**config.mk**
```make
export PLATFORM = sky130hd
export DESIGN_NAME = fifo_queue_with_search_unit
export DESIGN_NICKNAME = d
export VERILOG_FILES = /design/src/hw/rtl/fifoq_pkg.sv /design/src/hw/rtl/fifoq_cell.sv /design/src/hw/rtl/fifo_queue_with_search_unit.sv
export SDC_FILE = /design/constraint.sdc
export NUM_CORES = 1
export LEC_CHECK = 0
export BUFFER_PORTS_ARGS = -buffer_cell sky130_fd_sc_hd__buf_2
export CAP_MARGIN = 15
export CORE_ASPECT_RATIO = 1.25
export CORE_MARGIN = 2
export CORE_UTILIZATION = 46
export CTS_CLUSTER_SIZE = 20
export DETAILED_ROUTE_END_ITERATION = 7
export PLACE_DENSITY = 0.65
export SLEW_MARGIN = 20
export SYNTH_ARGS = -nofsm -noshare
export SYNTH_HDL_FRONTEND = slang
export SYNTH_SLANG_ARGS = --single-unit
```
**constraint.sdc**
```tcl
create_clock -name clk -period 2.95 [get_ports clk]
set_input_delay 0 -clock clk [delete_from_list [all_inputs] [get_ports clk]]
set_output_delay 0 -clock clk [all_outputs]
set_load 0.01 [all_outputs]
```
**src/hw/rtl/fifoq_pkg.sv**
```systemverilog
// fifoq_pkg: shared types and codes for the fifo queue with search
// holds command, status and state codes plus the item and cell control structs
// no dependencies
package fifoq_pkg;

    localparam int DEFAULT_DEPTH = 16;
    localparam int DATA_W        = 32;

    typedef logic signed [DATA_W-1:0] word_t;

    // command codes
    localparam logic [2:0] CMD_APPEND = 3'd0;
    localparam logic [2:0] CMD_REMOVE = 3'd1;
    localparam logic [2:0] CMD_COUNT  = 3'd2;
    localparam logic [2:0] CMD_SEARCH = 3'd3;
    localparam logic [2:0] CMD_READ   = 3'd4;

    // status codes
    localparam logic [1:0] ST_OK        = 2'd0;
    localparam logic [1:0] ST_NOT_FOUND = 2'd1;
    localparam logic [1:0] ST_FULL      = 2'd2;

    typedef enum logic {
        S_IDLE,
        S_SCAN
    } fifoq_state_t;

    typedef struct packed {
        logic [2:0] cmd;
        word_t      value;
        logic [3:0] position;
    } fifoq_in_t;

    typedef struct packed {
        logic [1:0] status;
        word_t      data;
        logic [3:0] found_position;
        logic [4:0] count;
    } fifoq_out_t;

    // per-cell control: take the neighbor's value, or load a new one
    typedef struct packed {
        logic shift;
        logic write;
    } fifoq_cell_ctrl_t;

endpackage

```
**src/hw/rtl/fifoq_cell.sv**
```systemverilog
// fifoq_cell: one storage cell of the queue chain
// holds one entry, loads a new value or takes the value of the next cell
// depends on fifoq_pkg
module fifoq_cell (
    input  logic                        clk,
    input  fifoq_pkg::fifoq_cell_ctrl_t ctrl,
    input  fifoq_pkg::word_t            load_value,
    input  fifoq_pkg::word_t            neighbor,
    output fifoq_pkg::word_t            value
);
    import fifoq_pkg::*;

    word_t value_reg;

    // entries are undefined until written, so no reset here
    always_ff @(posedge clk)
    begin
        if (ctrl.write)
        begin
            value_reg <= load_value;
        end
        else if (ctrl.shift)
        begin
            value_reg <= neighbor;
        end
    end

    assign value = value_reg;

endmodule

```
**src/hw/rtl/fifo_queue_with_search_unit.sv**
```systemverilog
// fifo_queue_with_search_unit: bounded fifo of signed 32-bit values with search
// top level; a ring of fifoq_cell instances plus the command sequencer
// depends on fifoq_pkg and fifoq_cell
//
//  channel   | ports                  | handshake
//  ----------+------------------------+---------------------------------------
//  command   | start, busy, request   | item taken at edge with start & !busy
//  result    | done, result           | one-cycle strobe, receiver cannot stall
//
// append, remove, count and unused codes finish without a scan: the result
// shows in the cycle after the item is taken and busy stays low
// search and read rotate the cell ring once around with busy high, comparing
// cell 0 each step; the result follows in the cycle after the last step
// reset clears the entry count and the sequencer; stored entries need no clearing
module fifo_queue_with_search_unit #(
    parameter int QUEUE_DEPTH = fifoq_pkg::DEFAULT_DEPTH
) (
    input  logic                 clk,
    input  logic                 rst_n,
    input  logic                 start,
    output logic                 busy,
    input  fifoq_pkg::fifoq_in_t request,
    output logic                 done,
    output fifoq_pkg::fifoq_out_t result
);
    import fifoq_pkg::*;

    localparam int IW = (QUEUE_DEPTH > 1) ? $clog2(QUEUE_DEPTH) : 1;  // step / index width
    localparam int CW = $clog2(QUEUE_DEPTH + 1);                       // count width
    localparam int PW = (CW > 4) ? CW : 4;                             // position compare width

    // sequencer registers
    fifoq_state_t   state_reg, state_next;
    logic [IW-1:0]  step_reg, step_next;
    logic [CW-1:0]  count_reg, count_next;
    logic           hit_reg, hit_next;
    logic [IW-1:0]  found_reg, found_next;
    word_t          capt_reg, capt_next;
    logic           is_read_reg, is_read_next;
    word_t          key_reg, key_next;
    logic [IW-1:0]  target_reg, target_next;
    logic           pos_ok_reg, pos_ok_next;
    fifoq_out_t     result_reg, result_next;
    logic           done_reg, done_next;

    // chain wiring
    word_t                  cell_value [QUEUE_DEPTH];
    logic [QUEUE_DEPTH-1:0] write_sel;
    logic                   append_go;
    logic                   shift_go;
    logic                   accept;
    logic                   full;
    logic                   empty;
    logic [PW-1:0]          pos_ext;
    logic                   pos_valid;
    logic                   last_step;
    logic                   in_range;

    // ring of cells: cell i takes cell i+1, the last takes cell 0,
    // so a shift both removes the head and rotates during a scan
    genvar gi;
    generate
        for (gi = 0; gi < QUEUE_DEPTH; gi++)
        begin : g_cell
            fifoq_cell_ctrl_t cell_ctrl;

            // the tail slot is the cell whose index equals the current count
            assign write_sel[gi]   = (count_reg == CW'(gi));
            assign cell_ctrl.write = append_go & write_sel[gi];
            assign cell_ctrl.shift = shift_go;

            fifoq_cell u_cell (
                .clk        (clk),
                .ctrl       (cell_ctrl),
                .load_value (request.value),
                .neighbor   (cell_value[(gi + 1) % QUEUE_DEPTH]),
                .value      (cell_value[gi])
            );
        end
    endgenerate

    assign busy      = (state_reg == S_SCAN);
    assign accept    = start & ~busy;
    assign full      = (count_reg == CW'(QUEUE_DEPTH));
    assign empty     = (count_reg == '0);
    assign pos_ext   = PW'(request.position);
    assign pos_valid = (pos_ext < PW'(count_reg));
    assign last_step = (step_reg == IW'(QUEUE_DEPTH - 1));
    // cell 0 holds the entry at offset step_reg from the head
    assign in_range  = (CW'(step_reg) < count_reg);

    always_ff @(posedge clk or negedge rst_n)
    begin
        if (!rst_n)
        begin
            state_reg <= S_IDLE;
            count_reg <= '0;
            done_reg  <= 1'b0;
        end
        else
        begin
            state_reg <= state_next;
            count_reg <= count_next;
            done_reg  <= done_next;
        end
    end

    // scan bookkeeping and result payload, no reset needed
    always_ff @(posedge clk)
    begin
        step_reg    <= step_next;
        hit_reg     <= hit_next;
        found_reg   <= found_next;
        capt_reg    <= capt_next;
        is_read_reg <= is_read_next;
        key_reg     <= key_next;
        target_reg  <= target_next;
        pos_ok_reg  <= pos_ok_next;
        result_reg  <= result_next;
    end

    always_comb
    begin
        state_next   = state_reg;
        step_next    = step_reg;
        count_next   = count_reg;
        hit_next     = hit_reg;
        found_next   = found_reg;
        capt_next    = capt_reg;
        is_read_next = is_read_reg;
        key_next     = key_reg;
        target_next  = target_reg;
        pos_ok_next  = pos_ok_reg;
        result_next  = result_reg;
        done_next    = 1'b0;
        append_go    = 1'b0;
        shift_go     = 1'b0;

        case (state_reg)
            S_IDLE:
            begin
                if (accept)
                begin
                    result_next.status         = ST_OK;
                    result_next.data           = '0;
                    result_next.found_position = '0;
                    result_next.count          = 5'(count_reg);
                    done_next                  = 1'b1;
                    case (request.cmd)
                        CMD_APPEND:
                        begin
                            if (full)
                            begin
                                result_next.status = ST_FULL;
                            end
                            else
                            begin
                                append_go         = 1'b1;
                                count_next        = count_reg + 1'b1;
                                result_next.count = 5'(count_next);
                            end
                        end
                        CMD_REMOVE:
                        begin
                            if (empty)
                            begin
                                result_next.status = ST_NOT_FOUND;
                            end
                            else
                            begin
                                shift_go          = 1'b1;
                                count_next        = count_reg - 1'b1;
                                result_next.data  = cell_value[0];
                                result_next.count = 5'(count_next);
                            end
                        end
                        CMD_SEARCH, CMD_READ:
                        begin
                            // result comes at the end of the scan
                            done_next    = 1'b0;
                            state_next   = S_SCAN;
                            step_next    = '0;
                            hit_next     = 1'b0;
                            found_next   = '0;
                            capt_next    = '0;
                            is_read_next = (request.cmd == CMD_READ);
                            key_next     = request.value;
                            target_next  = IW'(pos_ext);
                            pos_ok_next  = pos_valid;
                        end
                        default:
                        begin
                            // count and unused codes report the count only
                        end
                    endcase
                end
            end
            S_SCAN:
            begin
                shift_go  = 1'b1;
                step_next = step_reg + 1'b1;
                // first match from the head wins
                if (!is_read_reg && in_range && !hit_reg && (cell_value[0] == key_reg))
                begin
                    hit_next   = 1'b1;
                    found_next = step_reg;
                end
                if (is_read_reg && pos_ok_reg && (step_reg == target_reg))
                begin
                    capt_next = cell_value[0];
                end
                // ring is back in place after a full turn
                if (last_step)
                begin
                    state_next        = S_IDLE;
                    done_next         = 1'b1;
                    result_next.count = 5'(count_reg);
                    if (is_read_reg)
                    begin
                        result_next.found_position = '0;
                        result_next.status = pos_ok_reg ? ST_OK : ST_NOT_FOUND;
                        result_next.data   = capt_next;
                    end
                    else
                    begin
                        result_next.data           = '0;
                        result_next.status         = hit_next ? ST_OK : ST_NOT_FOUND;
                        result_next.found_position = 4'(found_next);
                    end
                end
            end
            default:
            begin
                state_next = S_IDLE;
            end
        endcase
    end

    assign done   = done_reg;
    assign result = result_reg;

endmodule

```
==> results.sh <==
export IMPL_rows=100
export IMPL_dpl_instance_area_um2=29500
export IMPL_globalplace_congestion=0.866
export IMPL_rr_startpoint="g_cell[0].u_cell.value[11]"
export IMPL_cts_tree="built"
export IMPL_maxSlewViolCount=0
export IMPL_period_minus_slack_ns=2.72
export IMPL_yosys_warnings=0
export IMPL_cts_setup_buffers=0
export IMPL_drive_above_1_share=0.382
export IMPL_pwr_density_cell_nw_per_um2=1000
export IMPL_route_detailed_drc=0
export IMPL_antenna_cells=0
export IMPL_hold_class="in2reg"
export IMPL_dr_pass1_iters=6
export IMPL_die_area_um2=62500
export IMPL_regArea_um2=19200
export IMPL_largest_register_ffs=512
export IMPL_ant_nets=0
export IMPL_finish_utilization=0.534
export IMPL_final_cell_mix="edfxtp_1 (634), mux2_2 (416), mux2_1 (130), buf_2 (86), clkbuf_16 (59)"
export IMPL_clock_skew_ns=0.0210
export IMPL_tns_ns=0
export IMPL_synth_seq_area_share=0.690
export IMPL_clkLatencyLatePin_ns=0.60
export IMPL_leakage_nw=11.5
export IMPL_synth_cell_types=48
export IMPL_start_kind="register"
export IMPL_synth_cells=1591
export IMPL_setup_viol=0
export IMPL_synth_enable_flop_cells=634
export IMPL_synth_top_area_frac=0.684
export IMPL_syn_area_per_cell_um2=17.5
export IMPL_vias=13881
export IMPL_rsz0062_at_grt="no"
export IMPL_syn_area_um2=27900
export IMPL_hold_buffers=44
export IMPL_async_reset_ff_frac=0.0109
export IMPL_grt_first_pass_wirelength_um=87300
export IMPL_syn_num_nets=1646
export IMPL_crit_path_start="g_cell[0].u_cell.value[11]"
export IMPL_cts_root_buffer="clkbuf_16"
export IMPL_post_place_ws_ns=0.259
export IMPL_grt_start_max_net_pins=94
export IMPL_yosysTopAreaCell="edfxtp_1"
export IMPL_fp_dieW_um=224
export IMPL_final_area_um2=31900
export IMPL_layout_cells_non_filler=2547
export IMPL_cts_buffer_depth=3
export IMPL_grt_usage=0.181
export IMPL_multi_input_area_um2=8150
export IMPL_clkTransAtPathRegs_ns=0.07
export IMPL_coreArea_um2=59700
export IMPL_detail_route_wl_per_cell_um=22.3
export IMPL_start_util=0.467
export IMPL_max_freq_mhz=368
export IMPL_hpwl_um=35300
export IMPL_htree_levels=2
export IMPL_cp_required_ns=3.27
export IMPL_syn_to_final_growth_pct=14.5
export IMPL_final_common_cell="edfxtp_1"
export IMPL_grt_antenna_before_repair=0
export IMPL_wl_um=56700
export IMPL_worst_pin_slew_ns=0.872
export IMPL_grt_overflow=0
export IMPL_critPathArrivalTime_ns=3.04
export IMPL_post_cts_resize_count=0
export IMPL_via_per_inst=5.45
export IMPL_endpoint_kind="register"
export IMPL_nFillCells=4633
export IMPL_hold_violations=0
export IMPL_cts_sinks=641
export IMPL_ys_ff_latch=641
export IMPL_drv_cap=0
export IMPL_worstHoldStart="request[36]"
export IMPL_max_vdd_ir_drop_mv=0.501
export IMPL_ioPinCount=87
export IMPL_fin_ws_ns=0.229
export IMPL_fin_nets=1789
export IMPL_min_period_over_period=0.922
export IMPL_portBuffers=86
export IMPL_synth_flop_cell="edfxtp_1"
export IMPL_die_h_um=279
export IMPL_slew_headroom=0.419
export IMPL_initialDrtViolationCount=1248
export IMPL_grt_pass1_vias=14220
export IMPL_netlist_top_cells_area="edfxtp_1 (68%), mux2_2 (17%), mux2_1 (5.3%)"
export IMPL_status="complete, no violations"
export IMPL_crit_fanout=10
export IMPL_cts_buffers=57
export IMPL_crit_type="reg2reg"
export IMPL_place_inst=2396
==> layer usage <==
metal	wire length (um)	global-route usage
met5	0	0
met4	1330	0.0523
met2	27200	0.297
met3	2090	0.0234
met1	26100	0.253
==> cell type report <==
cell class / count / area share
sequential: 641 / 0.602
multi-input combinational: 826 / 0.256
tap: 765 / 0.0300
timing repair buffer: 200 / 0.0489
clock buffer: 65 / 0.0470
inverter: 8 / 0.000942
clock inverter: 42 / 0.0151
==> logic make-up (layout without fill, tap and decap cells) <==
logic type / Yosys count / after routing / share of synthesized area
compound gates: 73 / 73 / 0.0213
xor+xnor: 39 / 39 / 0.0123
fa+ha+maj: 13 / 13 / 0.00584
buf+inv: 124 / 315 / 0.0189
flops: 641 / 641 / 0.690
mux: 554 / 554 / 0.224
simple gates: 147 / 147 / 0.0283
==> cells in the mapped netlist (all sizes together) (2+ instances only) <==
cell,instances
edfxtp,634
dfrtp,7
nand3,10
nand4,2
xnor2,9
nor2,11
buf,51
nor4,9
mux2,546
ha,13
and2,40
a21oi,6
o21a,2
o22ai,2
and3,3
nor3,6
inv,8
nor2b,4
mux2i,8
o211ai,2
o311ai,2
clkbuf,65
o211a,2
xor2,30
a31oi,3
a21o,2
o21bai,2
nand2,51
a32o,32
nand2b,4
o21ai,12
nor3b,2
==> stage by stage <==
step | total power, mW | hold slack [ns]
after floorplan | 21.6 | -0.296
after global placement | 24.0 | -0.136
after detailed placement | 24.0 | -0.136
after CTS | 32.2 | 0.0266
after global routing | 33.5 | 0.105
final | 32.0 | 0.0912
==> critical path, cell delays in order (launching register included) <==
cell      delay (ns)
edfxtp_1        0.51
xor2_1          0.26
nor4_1          0.61
o311ai_0        0.37
nor4_2          0.31
buf_4           0.25
o21ai_0         0.14
==> final timing paths <==
path                                         endpoint  slack [ns]  cells past startpoint
max                                        result[41]        0.23                      6
max in group asynchronous                        busy        2.19                      3
min                                        result[41]        0.09                      3
max reg2reg                                result[41]        0.23                      6
min reg2reg                g_cell[6].u_cell.value[26]        0.53                      1
min in group asynchronous                count_reg[2]        0.43                      3
==> power breakdown <==
group          total [mW]  switching [mW]  internal [mW]
Sequential           17.6            1.68           15.9
Clock                7.90            3.37           4.54
Combinational        6.53            3.04           3.48
Total                32.0            8.09           23.9
Note: power is estimated with default switching activity, not from simulation.
